File: src/hdl/assert_macros.svh
// Assertion helpers included by the state machine module.
// The including module must have i_clk and i_rst_n in scope.
`ifndef ASSERT_MACROS_SVH
`define ASSERT_MACROS_SVH

// The consequent must hold in the same cycle as the antecedent.
`define MSS_ASSERT_NOW(label, ante, cons, msg) \
    label: assert property (@(posedge i_clk) disable iff (!i_rst_n) (ante) |-> (cons)) \
        else $error(msg);

// The consequent must hold in the cycle after the antecedent.
`define MSS_ASSERT_NEXT(label, ante, cons, msg) \
    label: assert property (@(posedge i_clk) disable iff (!i_rst_n) (ante) |=> (cons)) \
        else $error(msg);

`endif

File: src/hdl/mss_pkg.sv
package mss_pkg;

    localparam int unsigned FLAG_W     = 4;
    localparam int unsigned NUM_DRIVES = 4;
    // Only drives that have a flag bit take part in the safety check.
    localparam int unsigned SAFETY_N   = (NUM_DRIVES < FLAG_W) ? NUM_DRIVES : FLAG_W;

    typedef enum logic [3:0] {
        ST_IDLE      = 4'd0,
        ST_INIT      = 4'd1,
        ST_DISABLED  = 4'd2,
        ST_STANDBY   = 4'd3,
        ST_MOVING    = 4'd4,
        ST_HANDWHEEL = 4'd5,
        ST_LIMIT     = 4'd6,
        ST_FAULT     = 4'd7,
        ST_EMERGENCY = 4'd8,
        ST_TEST      = 4'd9
    } t_state;

    typedef enum logic [1:0] {
        DRV_NONE    = 2'd0,
        DRV_ENABLE  = 2'd1,
        DRV_DISABLE = 2'd2
    } t_drive_req;

    typedef enum logic [3:0] {
        ACT_NONE     = 4'd0,
        ACT_LOAD     = 4'd1,
        ACT_HOLD     = 4'd2,
        ACT_HW_ORG   = 4'd3,
        ACT_MOVE_ORG = 4'd4,
        ACT_MOVE     = 4'd5,
        ACT_HW       = 4'd6,
        ACT_TEST     = 4'd7,
        ACT_CAPTURE  = 4'd8
    } t_activity;

    // One control-cycle snapshot as held in the input register.
    typedef struct packed {
        logic              servo_on;
        logic              move;
        logic              reset_btn;
        logic              test_btn;
        logic              axis_any;
        logic              cmd_ready;
        logic              params_ok;
        logic              enable_ok;
        logic              disable_ok;
        logic [FLAG_W-1:0] lim;
        logic [FLAG_W-1:0] emg;
        logic [FLAG_W-1:0] flt;
    } t_snapshot;

    // Permitted target states, one bit per target, for each source state.
    function automatic logic [15:0] allowed_mask(t_state src);
        logic [15:0] m;
        m = '0;
        case (src)
            ST_IDLE:      m[ST_INIT] = 1'b1;
            ST_INIT:      m[ST_DISABLED] = 1'b1;
            ST_DISABLED: begin
                m[ST_STANDBY]   = 1'b1;
                m[ST_EMERGENCY] = 1'b1;
            end
            ST_STANDBY: begin
                m[ST_DISABLED]  = 1'b1;
                m[ST_HANDWHEEL] = 1'b1;
                m[ST_MOVING]    = 1'b1;
                m[ST_TEST]      = 1'b1;
                m[ST_LIMIT]     = 1'b1;
                m[ST_FAULT]     = 1'b1;
            end
            ST_MOVING, ST_HANDWHEEL: begin
                m[ST_STANDBY]  = 1'b1;
                m[ST_DISABLED] = 1'b1;
                m[ST_LIMIT]    = 1'b1;
                m[ST_FAULT]    = 1'b1;
            end
            ST_LIMIT: begin
                m[ST_STANDBY] = 1'b1;
                m[ST_FAULT]   = 1'b1;
            end
            ST_FAULT:     m[ST_STANDBY] = 1'b1;
            ST_EMERGENCY: m[ST_DISABLED] = 1'b1;
            ST_TEST: begin
                m[ST_STANDBY] = 1'b1;
                m[ST_LIMIT]   = 1'b1;
                m[ST_FAULT]   = 1'b1;
            end
            default:      m = '0;
        endcase
        return m;
    endfunction

    // Move to the target if the table permits it, else stay put.
    function automatic t_state request_state(t_state cur, t_state target);
        logic [15:0] m;
        m = allowed_mask(cur);
        return m[target] ? target : cur;
    endfunction

endpackage

File: src/hdl/motion_supervisor_state_machine.sv
// Supervisory mode machine for a multi-drive motion controller.
// Input channel: one beat per control cycle carries the panel buttons, the
// drive acknowledgements and the per-drive limit, emergency and fault flags.
// A beat is taken when i_in_valid is high and o_in_stall is low.
// Output channel: one beat per input beat carries the resulting state, the
// drive enable or disable request, the activity code and the fault-reset flag.
// A beat is taken when o_out_valid is high and i_out_stall is low.
// A beat first lands in the input register; the safety check, transition
// table and state action are then evaluated on it in one pass and written
// to the result register together with the new state.
// One beat per cycle is taken while the receiver does not stall; the single
// pass of next-state logic between the two registers is what sets that figure.
// When the receiver stalls, the result register holds its beat, the waiting
// input beat stays in the input register and o_in_stall rises only once
// both registers are full.
// Reset returns the machine to idle with initialisation not done and the
// fault-reset flag clear, and empties both registers.
`include "assert_macros.svh"

module motion_supervisor_state_machine (
    input  logic       i_clk,
    input  logic       i_rst_n,
    input  logic       i_in_valid,
    output logic       o_in_stall,
    input  logic       i_servo_on_button,
    input  logic       i_move_button,
    input  logic       i_reset_button,
    input  logic       i_test_button,
    input  logic       i_axis_select_any,
    input  logic       i_command_ready,
    input  logic       i_params_ok,
    input  logic       i_enable_ok,
    input  logic       i_disable_ok,
    input  logic [3:0] i_limit_flags,
    input  logic [3:0] i_emergency_flags,
    input  logic [3:0] i_fault_flags,
    output logic       o_out_valid,
    input  logic       i_out_stall,
    output logic [3:0] o_current_state,
    output logic [1:0] o_drive_request,
    output logic [3:0] o_activity,
    output logic       o_fault_reset_request
);

    // Input register.
    logic                r_in_valid;
    mss_pkg::t_snapshot  r_in;

    // Machine state.
    mss_pkg::t_state     r_state;
    logic                r_init_done;
    logic                r_fault_reset;

    // Result register.
    logic                r_out_valid;
    mss_pkg::t_state     r_out_state;
    mss_pkg::t_drive_req r_out_drive;
    mss_pkg::t_activity  r_out_activity;
    logic                r_out_fault_reset;

    // Next values from the single evaluation pass.
    mss_pkg::t_state     n_state;
    logic                n_init_done;
    logic                n_fault_reset;
    mss_pkg::t_drive_req n_drive_req;
    mss_pkg::t_activity  n_activity;

    mss_pkg::t_state     w_safe_state;
    logic                w_in_accept;
    logic                w_advance;

    // The held beat moves on whenever the result register is empty or is
    // being emptied at this edge.
    assign w_advance   = r_in_valid && (!r_out_valid || !i_out_stall);
    assign o_in_stall  = r_in_valid && !w_advance;
    assign w_in_accept = i_in_valid && !o_in_stall;

    always_ff @(posedge i_clk) begin
        if (!i_rst_n) begin
            r_in_valid <= 1'b0;
        end else if (w_in_accept) begin
            r_in_valid <= 1'b1;
        end else if (w_advance) begin
            r_in_valid <= 1'b0;
        end
    end

    always_ff @(posedge i_clk) begin
        if (w_in_accept) begin
            r_in.servo_on   <= i_servo_on_button;
            r_in.move       <= i_move_button;
            r_in.reset_btn  <= i_reset_button;
            r_in.test_btn   <= i_test_button;
            r_in.axis_any   <= i_axis_select_any;
            r_in.cmd_ready  <= i_command_ready;
            r_in.params_ok  <= i_params_ok;
            r_in.enable_ok  <= i_enable_ok;
            r_in.disable_ok <= i_disable_ok;
            r_in.lim        <= i_limit_flags;
            r_in.emg        <= i_emergency_flags;
            r_in.flt        <= i_fault_flags;
        end
    end

    // Safety check, then the action of the resulting state. The drive scan
    // applies each request at once, so a later drive sees the state that an
    // earlier drive left behind.
    always_comb begin
        w_safe_state  = r_state;
        n_init_done   = r_init_done;
        n_fault_reset = r_fault_reset;
        n_drive_req   = mss_pkg::DRV_NONE;
        n_activity    = mss_pkg::ACT_NONE;

        if (r_state > mss_pkg::ST_INIT) begin
            for (int d = 0; d < int'(mss_pkg::SAFETY_N); d++) begin
                if (r_in.lim[d]) begin
                    w_safe_state = mss_pkg::request_state(w_safe_state, mss_pkg::ST_LIMIT);
                end else if (r_in.emg[d]) begin
                    w_safe_state = mss_pkg::request_state(w_safe_state,
                                                          mss_pkg::ST_EMERGENCY);
                end else if (r_in.flt[d]) begin
                    w_safe_state = mss_pkg::request_state(w_safe_state, mss_pkg::ST_FAULT);
                end
            end
        end

        n_state = w_safe_state;

        case (w_safe_state)
            mss_pkg::ST_IDLE: begin
                n_state = mss_pkg::request_state(w_safe_state, mss_pkg::ST_INIT);
            end
            mss_pkg::ST_INIT: begin
                if (!r_init_done) begin
                    n_activity = mss_pkg::ACT_LOAD;
                    if (r_in.params_ok) begin
                        n_init_done = 1'b1;
                    end
                end else begin
                    n_state = mss_pkg::request_state(w_safe_state, mss_pkg::ST_DISABLED);
                end
            end
            mss_pkg::ST_DISABLED: begin
                if (r_in.servo_on) begin
                    n_drive_req = mss_pkg::DRV_ENABLE;
                    n_activity  = mss_pkg::ACT_HOLD;
                    if (r_in.enable_ok) begin
                        // The drives come up here, so the initial position
                        // is captured rather than merely held.
                        n_activity = mss_pkg::ACT_CAPTURE;
                        n_state    = mss_pkg::request_state(w_safe_state,
                                                            mss_pkg::ST_STANDBY);
                    end
                end
            end
            mss_pkg::ST_STANDBY: begin
                if (r_in.axis_any) begin
                    n_activity = mss_pkg::ACT_HW_ORG;
                    n_state    = mss_pkg::request_state(w_safe_state, mss_pkg::ST_HANDWHEEL);
                end else if (r_in.move) begin
                    n_activity = mss_pkg::ACT_MOVE_ORG;
                    n_state    = mss_pkg::request_state(w_safe_state, mss_pkg::ST_MOVING);
                end else if (r_in.test_btn) begin
                    n_state = mss_pkg::request_state(w_safe_state, mss_pkg::ST_TEST);
                end else if (!r_in.servo_on) begin
                    n_drive_req = mss_pkg::DRV_DISABLE;
                    if (r_in.disable_ok) begin
                        n_state = mss_pkg::request_state(w_safe_state, mss_pkg::ST_DISABLED);
                    end
                end else begin
                    n_activity = mss_pkg::ACT_HOLD;
                end
            end
            mss_pkg::ST_MOVING: begin
                if (r_in.move) begin
                    if (r_in.cmd_ready) begin
                        n_activity = mss_pkg::ACT_MOVE;
                    end
                end else begin
                    n_state = mss_pkg::request_state(w_safe_state, mss_pkg::ST_STANDBY);
                end
            end
            mss_pkg::ST_HANDWHEEL: begin
                if (r_in.axis_any) begin
                    n_activity = mss_pkg::ACT_HW;
                end else begin
                    n_state = mss_pkg::request_state(w_safe_state, mss_pkg::ST_STANDBY);
                end
            end
            mss_pkg::ST_LIMIT: begin
                if (!r_in.reset_btn) begin
                    n_drive_req = mss_pkg::DRV_DISABLE;
                end else begin
                    n_drive_req = mss_pkg::DRV_ENABLE;
                    n_activity  = mss_pkg::ACT_HOLD;
                    if (r_in.enable_ok) begin
                        n_state = mss_pkg::request_state(w_safe_state, mss_pkg::ST_STANDBY);
                    end
                end
            end
            mss_pkg::ST_FAULT: begin
                // Apart from reset, the fault-reset flag is only ever updated here.
                if (!r_in.reset_btn) begin
                    n_fault_reset = 1'b0;
                end else begin
                    n_fault_reset = 1'b1;
                    n_drive_req   = mss_pkg::DRV_ENABLE;
                    n_activity    = mss_pkg::ACT_HOLD;
                    if (r_in.enable_ok) begin
                        n_state       = mss_pkg::request_state(w_safe_state,
                                                               mss_pkg::ST_STANDBY);
                        n_fault_reset = 1'b0;
                    end
                end
            end
            mss_pkg::ST_EMERGENCY: begin
                if (r_in.reset_btn) begin
                    n_drive_req = mss_pkg::DRV_DISABLE;
                    if (r_in.disable_ok) begin
                        n_state = mss_pkg::request_state(w_safe_state, mss_pkg::ST_DISABLED);
                    end
                end
            end
            mss_pkg::ST_TEST: begin
                if (r_in.test_btn) begin
                    n_activity = mss_pkg::ACT_TEST;
                end else begin
                    n_state = mss_pkg::request_state(w_safe_state, mss_pkg::ST_STANDBY);
                end
            end
            default: begin
                n_state = w_safe_state;
            end
        endcase
    end

    // Machine state moves on together with the beat.
    always_ff @(posedge i_clk) begin
        if (!i_rst_n) begin
            r_state       <= mss_pkg::ST_IDLE;
            r_init_done   <= 1'b0;
            r_fault_reset <= 1'b0;
        end else if (w_advance) begin
            r_state       <= n_state;
            r_init_done   <= n_init_done;
            r_fault_reset <= n_fault_reset;
        end
    end

    always_ff @(posedge i_clk) begin
        if (!i_rst_n) begin
            r_out_valid <= 1'b0;
        end else if (w_advance) begin
            r_out_valid <= 1'b1;
        end else if (!i_out_stall) begin
            r_out_valid <= 1'b0;
        end
    end

    always_ff @(posedge i_clk) begin
        if (w_advance) begin
            r_out_state       <= n_state;
            r_out_drive       <= n_drive_req;
            r_out_activity    <= n_activity;
            r_out_fault_reset <= n_fault_reset;
        end
    end

    assign o_out_valid           = r_out_valid;
    assign o_current_state       = r_out_state;
    assign o_drive_request       = r_out_drive;
    assign o_activity            = r_out_activity;
    assign o_fault_reset_request = r_out_fault_reset;

    `MSS_ASSERT_NEXT(a_init_done_sticky, r_init_done, r_init_done, "init_done cleared")
    `MSS_ASSERT_NEXT(a_never_back_to_idle, r_state != mss_pkg::ST_IDLE,
                     r_state != mss_pkg::ST_IDLE, "machine returned to idle")
    `MSS_ASSERT_NOW(a_fault_reset_in_fault, $rose(r_fault_reset),
                    r_state == mss_pkg::ST_FAULT, "fault-reset raised outside fault")
    `MSS_ASSERT_NOW(a_moving_no_drive_req,
                    r_out_valid && (r_out_state == mss_pkg::ST_MOVING ||
                                    r_out_state == mss_pkg::ST_HANDWHEEL),
                    r_out_drive == mss_pkg::DRV_NONE, "drive request while moving")
    `MSS_ASSERT_NEXT(a_advance_fills_output, w_advance, r_out_valid,
                     "result beat lost after advance")

endmodule
File: config.mk
export PLATFORM = sky130hd
export DESIGN_NAME = motion_supervisor_state_machine
export DESIGN_NICKNAME = d
export VERILOG_FILES = /design/src/hdl/mss_pkg.sv /design/src/hdl/motion_supervisor_state_machine.sv
export VERILOG_INCLUDE_DIRS = /design/src /design/src/hdl
export SDC_FILE = /design/constraint.sdc
export NUM_CORES = 1
export LEC_CHECK = 0
export BUFFER_PORTS_ARGS = -buffer_cell sky130_fd_sc_hd__buf_2
export CAP_MARGIN = 20
export CORE_MARGIN = 2
export CORE_UTILIZATION = 58
export CTS_CLUSTER_DIAMETER = 100
export DETAILED_ROUTE_END_ITERATION = 6
export PLACE_DENSITY = 0.81
export SLEW_MARGIN = 20
export SYNTH_ARGS = -nofsm -noshare
export SYNTH_HDL_FRONTEND = slang
export SYNTH_SLANG_ARGS = --single-unit
File: constraint.sdc
create_clock -name i_clk -period 4.5 [get_ports i_clk]
set_clock_uncertainty 0.2 [all_clocks]
set_input_delay 1.35 -clock i_clk [delete_from_list [all_inputs] [get_ports i_clk]]
set_output_delay 1.35 -clock i_clk [all_outputs]
set_load 0.05 [all_outputs]
Yosys cells after proc, flatten, opt, wreduce, memory -nomap -nowiden
Index checks and enable logic that the tools add are counted.
{"block": "word_totals", "latch_bits": 0, "mem_count": 0, "ram_bits": 0, "romBits": 0, "ff_bits": 40}
{"block": "op_classes", "div_mod_pow": 0, "eq_ne": 34, "n_mul": 0, "n_addsub": 0, "n_shift": 0, "order_cmp": 1, "muxes": 171, "n_reduce_logical": 21, "bitwise_logic": 0}
{"operator": "2-to-1 mux 4 bit", "count": 60}
{"operator": "2-to-1 mux 1 bit", "count": 91}
{"operator": "equality test 4 x 3 -> 1 bit, second input constant", "count": 16}
{"operator": "equality test 4 x 2 -> 1 bit, second input constant", "count": 10}
{"operator": "one-hot mux 4 bit (10 select lines)", "count": 1}
{"operator": "one-hot mux 4 bit (7 select lines)", "count": 1}
{"operator": "equality test 4 bit, second input constant", "count": 6}
{"operator": "2-to-1 mux 2 bit", "count": 11}
{"operator": "OR reduction 5 bit", "count": 4}
{"operator": "2-to-1 mux 3 bit", "count": 6}
{"operator": "OR reduction 4 bit", "count": 4}
{"operator": "one-hot mux 2 bit (5 select lines)", "count": 1}
{"operator": "OR reduction 6 bit", "count": 1}
{"operator": "equality test 4 x 1 -> 1 bit, second input constant", "count": 1}
{"operator": "greater-than comparator 4 x 1 -> 1 bit, second input constant", "count": 1}
{"operator": "logical NOT 1 bit", "count": 4}
{"operator": "logical NOT 4 bit", "count": 1}
{"operator": "logical AND 1 bit", "count": 3}
{"operator": "!= test 2 x 1 -> 1 bit, second input constant", "count": 1}
{"operator": "AND reduction 2 bit", "count": 1}
{"operator": "nonzero test 2 bit", "count": 1}
{"operator": "OR reduction 2 bit", "count": 1}
{"operator": "logical OR 1 bit", "count": 1}

Longest topological paths before layout
{"block": "depth", "depth_word": 57, "mapped_depth": 13, "depth_no_buf": 11}

Least setup slack after synthesis
OpenSTA, ideal clock, no wires.
{"block": "synth_timing", "kind": "input-to-output", "start": "input i_out_stall", "end": "output o_in_stall", "arrival_time_ps": 1831, "setup_slack_ps": 1119, "stages": 1, "cell_sequence": "and3_1"}
{"block": "synth_between", "elab_chain_cells": 5}
{"item": "start: declaration", "line_no": "motion_supervisor_state_machine.sv:38", "rtl": "input logic i_out_stall,"}
{"item": "logical NOT 1 bit"}
{"item": "logical OR 1 bit", "line_no": "motion_supervisor_state_machine.sv:74", "rtl": "assign w_advance = r_in_valid && (!r_out_valid || !i_out_stall);"}
{"item": "logical AND 1 bit", "line_no": "motion_supervisor_state_machine.sv:74"}
{"item": "logical NOT 1 bit", "line_no": "motion_supervisor_state_machine.sv:75", "rtl": "assign o_in_stall = r_in_valid && !w_advance;"}
{"item": "logical AND 1 bit", "line_no": "motion_supervisor_state_machine.sv:75"}
{"item": "end: declaration", "line_no": "motion_supervisor_state_machine.sv:24", "rtl": "output logic o_in_stall,"}
Every way passes these cells.

Worst setup path in the final report
{"block": "layout_timing", "start": "register r_state[3]", "end": "register r_out_state[0] (netlist: o_current_state[0]), data pin"}
{"block": "layout_between", "elab_chain_cells": 56}
{"item": "start: declaration", "line_no": "motion_supervisor_state_machine.sv:50", "rtl": "mss_pkg::t_state r_state;"}
{"item": "start signal: assignment", "line_no": "motion_supervisor_state_machine.sv:241", "rtl": "r_state <= mss_pkg::ST_IDLE;"}
{"item": "start signal: assignment", "line_no": "motion_supervisor_state_machine.sv:245", "rtl": "r_state <= n_state;"}
{"item": "equality test 4 x 2 -> 1 bit, or another cell as far along", "line_no": "mss_pkg.sv:59", "rtl": "case (src)"}
{"item": "OR reduction 5 bit (no line)"}
{"item": "2-to-1 mux 1 bit", "line_no": "mss_pkg.sv:59"}
{"item": "2-to-1 mux 1 bit", "line_no": "motion_supervisor_state_machine.sv:122", "rtl": "end else if (r_in.flt[d]) begin"}
{"item": "2-to-1 mux 1 bit", "line_no": "motion_supervisor_state_machine.sv:119", "rtl": "end else if (r_in.emg[d]) begin"}
{"item": "2-to-1 mux 1 bit", "line_no": "motion_supervisor_state_machine.sv:117", "rtl": "if (r_in.lim[d]) begin"}
{"item": "2-to-1 mux 1 bit", "line_no": "motion_supervisor_state_machine.sv:115", "rtl": "if (r_state > mss_pkg::ST_INIT) begin"}
{"item": "2-to-1 mux 4 bit", "line_no": "mss_pkg.sv:100", "rtl": "return m[target] ? target : cur;"}
{"item": "[41 not listed]"}
{"item": "OR reduction 6 bit (no line)"}
{"item": "2-to-1 mux 1 bit", "line_no": "mss_pkg.sv:59"}
{"item": "2-to-1 mux 1 bit, on equally long branches", "line_no": "motion_supervisor_state_machine.sv:185, motion_supervisor_state_machine.sv:176"}
{"item": "2-to-1 mux 1 bit", "line_no": "motion_supervisor_state_machine.sv:130", "rtl": "case (w_safe_state)"}
{"item": "2-to-1 mux 4 bit", "line_no": "mss_pkg.sv:100"}
{"item": "2-to-1 mux 4 bit, on equally long branches", "line_no": "motion_supervisor_state_machine.sv:185, motion_supervisor_state_machine.sv:176"}
{"item": "one-hot mux 4 bit (10 select lines) *", "line_no": "motion_supervisor_state_machine.sv:130"}
{"item": "named net n_state[0]", "line_no": "motion_supervisor_state_machine.sv:62", "rtl": "mss_pkg::t_state n_state;"}
{"item": "end signal: assignment", "line_no": "motion_supervisor_state_machine.sv:263", "rtl": "r_out_state <= n_state;"}
{"item": "end: declaration", "line_no": "motion_supervisor_state_machine.sv:56", "rtl": "mss_pkg::t_state r_out_state;"}
Mark *: on every way through the listed nets, which the timed path passes. The rest lies on a longest branch. The select of a mux whose other input is x is not followed.
A chain may end at the register's enable or synchronous reset.

==> flow_summary.ini <==
[status]
status = finished, final reports clean

[job]
max_cap_viol_count = 0

[sta]
rsz0062_at_grt = false
max_freq_mhz = 247
fin_crit_sh_pct = 90.1
setup_tns_ns = 0
whs_ns = 0.323
max_slew_margin_pct = 36.0
slew_viol_final = 0
finalHoldViolCount = 0
worst_pin_slew_ns = 0.955
min_period_ns = 4.05
setup_viol = 0

[layout]
mostFrequentLayoutCells = 37 x buf_2, 32 x edfxtp_1, 26 x nand2_1
antenna_cells = 0
fin_util_pct = 68.8
final_common_cell = buf_2
nets = 344
n_fill_cell = 350
area_growth_pct = 12.8
fin_cells = 372
drive_above_1_share_pct = 23.1

[floorplanning]
die_h_um = 71.9
die_w_um = 71.9
std_cell_rows = 24
pin_count = 38
coreArea_um2 = 4380
dieArea_um2 = 5170
initial_core_util_pct = 61.0

[global_route]
grtUsageTotal_pct = 27.9
grt_pass1_vias = 2289
antenna_found_initial = 0
grt_max_degree = 23
grt_pass1_wl_um = 11200
globalRouteOverflowTotal = 0

[power_and_ir_drop]
p_per_area_nw_per_um2 = 354
total_power_mw = 1.07
p_leak_nw = 1.15
ir_worst_vdd_uv = 232

[setup_path]
crit_arrival_ns = 3.90
cpMaxStageDelayCell = dfxtp_1
critical_path_class = register to register
critPathMaxFanout = 15
cpPeakStageDelay_ns = 0.70
crit_family = simple AND/OR/NAND/NOR gates
rr_worst_depth = 11
path_buf_inv = 0
ff2ff_setup_slack_ns = 0.45
cp_cell_sequence = xor2_2 -> a22o_2 -> a32oi_4 -> nand3_1 -> nand4_1 -> o211ai_2 -> or4_4 -> nor3b_2 -> o2bb2ai_1 -> a31oi_1 -> nor2_1
timing.rr.end = o_current_state[0]
endpoint_kind = register
cp-start-kind = register
required_ns = 4.35
reg2reg_from = r_state[3]

[route]
drc_errors = 0
initialDrtViolationCount = 319
vias = 2521
vias_per_cell = 6.78
wl_per_cell_um = 18.4
first_pass_iters = 5
antenna_left = 0
drt_wl_total_um = 6850

[synth]
yosys-top-cells-area = edfxtp_1 36%, dfxtp_1 6.0%, nand2_1 3.7%
synthesis.nets = 307
synth_top_area_cell = edfxtp_1
ys_types = 75
ys.flop_type = edfxtp_1
synth.top_cell.area_share_pct = 36.0
synth_cells = 282
ys_async_sr_fraction_pct = 0
seq_area_frac_synth_pct = 41.9
synth_edf_count = 32
syn_area_per_cell_um2 = 9.48
syn_area_um2 = 2670
ys_warn_count = 0
ys_seq_elements = 40

[min_path]
hold_path_class = register to register
hold_depth = 2
hp-start = r_in[14]
whs_endpoint = r_init_done

[clock_network]
clk_latency_ns = 0.30
hold_buffers = 0
clockBufferDepth = 2
cts-root-buf = clkbuf_8
cts_tree = yes
clk_pin_slew_ns = 0.09
numCtsBuffers = 5
post_cts_buffers = 0
cts.sinks = 40
htree_num_levels = 2
cts.repair.resized = 0

[placement]
io_buffers = 37
gp_congestion = 1.03
placed_cells = 364
place_hpwl_um = 5060
[registers in the layout (all words and copies together), names as in the netlist]
register / cells
r_in: 21
o_activity: 4
o_current_state: 4
r_state: 4
o_drive_request: 2
o_fault_reset_request: 1
o_out_valid: 1
r_fault_reset: 1
r_in_valid: 1
r_init_done: 1
[per-layer routing]
| layer | GRT usage [%] | wire, um | up-vias |
|---|---|---|---|
| met2 | 41.4 | 3000 | 174 |
| met3 | 5.91 | 653 | 25 |
| met5 | 0 | 0 | - |
| met4 | 8.18 | 182 | 0 |
| li1 | - | - | 1168 |
| met1 | 41.3 | 3020 | 1154 |
[worst max-delay path by stage]
stage / start / endpoint / slack, ns / cells after the start
after floorplan: i_out_stall / o_in_stall / 1.12 / 1
after global placement: r_state[3] / o_current_state[0] / 0.56 / 11
after detailed placement: r_state[3] / o_current_state[1] / 0.57 / 11
after CTS: r_state[3] / o_current_state[3] / 0.54 / 11
after global routing: r_state[3] / o_current_state[3] / 0.27 / 11
final: r_state[3] / o_current_state[0] / 0.45 / 11
[area by class of cell]
type,instances,area [um^2],share of cell area [%]
Multi-Input combinational cell,220,1450,48.1
Clock inverter,3,46.3,1.54
Clock buffer,5,68.8,2.28
Timing Repair Buffer,43,230,7.63
Tap cell,52,65.1,2.16
Inverter,9,33.8,1.12
Sequential cell,40,1120,37.2
[through the flow]
stage	cell area [um^2]	setup slack [ns]
after floorplan	2670	1.12
after global placement	2900	0.562
after detailed placement	2900	0.569
after CTS	3020	0.536
after global routing	3020	0.268
final	3020	0.447
[tightest hold or removal path, cell delays in order, from the launching register on]
cell	delay, ns
edfxtp_1	0.32
a31oi_1	0.07
nor2b_1	0.10
[where the power goes]
part | internal [mW] | leakage (nW) | switching [mW]
logic | 0.111 | 0.716 | 0.198
registers | 0.429 | 0.378 | 0.0291
clock network | 0.167 | 0.0548 | 0.135
total | 0.707 | 1.15 | 0.361
[synthesized netlist by cell type, types with 2 or more instances]
cell type	number
edfxtp_1	32
nand2_1	26
nor2_1	21
o21ai_0	19
nor2b_1	15
a21oi_1	13
nand3_1	12
a31oi_1	9
dfxtp_1	8
inv_1	8
nor3_1	8
nand4_1	6
buf_2	5
clkbuf_1	5
a21o_1	4
and3_1	4
nand2b_1	4
a211oi_1	3
a21boi_0	3
mux2i_1	3
nor4b_1	3
o2111ai_1	3
o31ai_1	3
a22o_1	2
a22oi_1	2
and2_1	2
buf_4	2
nand3b_1	2
nor3b_1	2
o211ai_1	2
o21a_1	2
o21ai_1	2
o21bai_1	2
o32ai_1	2
or2_2	2
or3_1	2
[cell families after synthesis]
family          share of synthesized area [%]
flops                                    41.9
buf+inv                                  3.89
mux                                      1.12
xor+xnor                                0.609
compound gates                           26.2
simple gates                             26.3
Power figures use the tool's default switching activity.
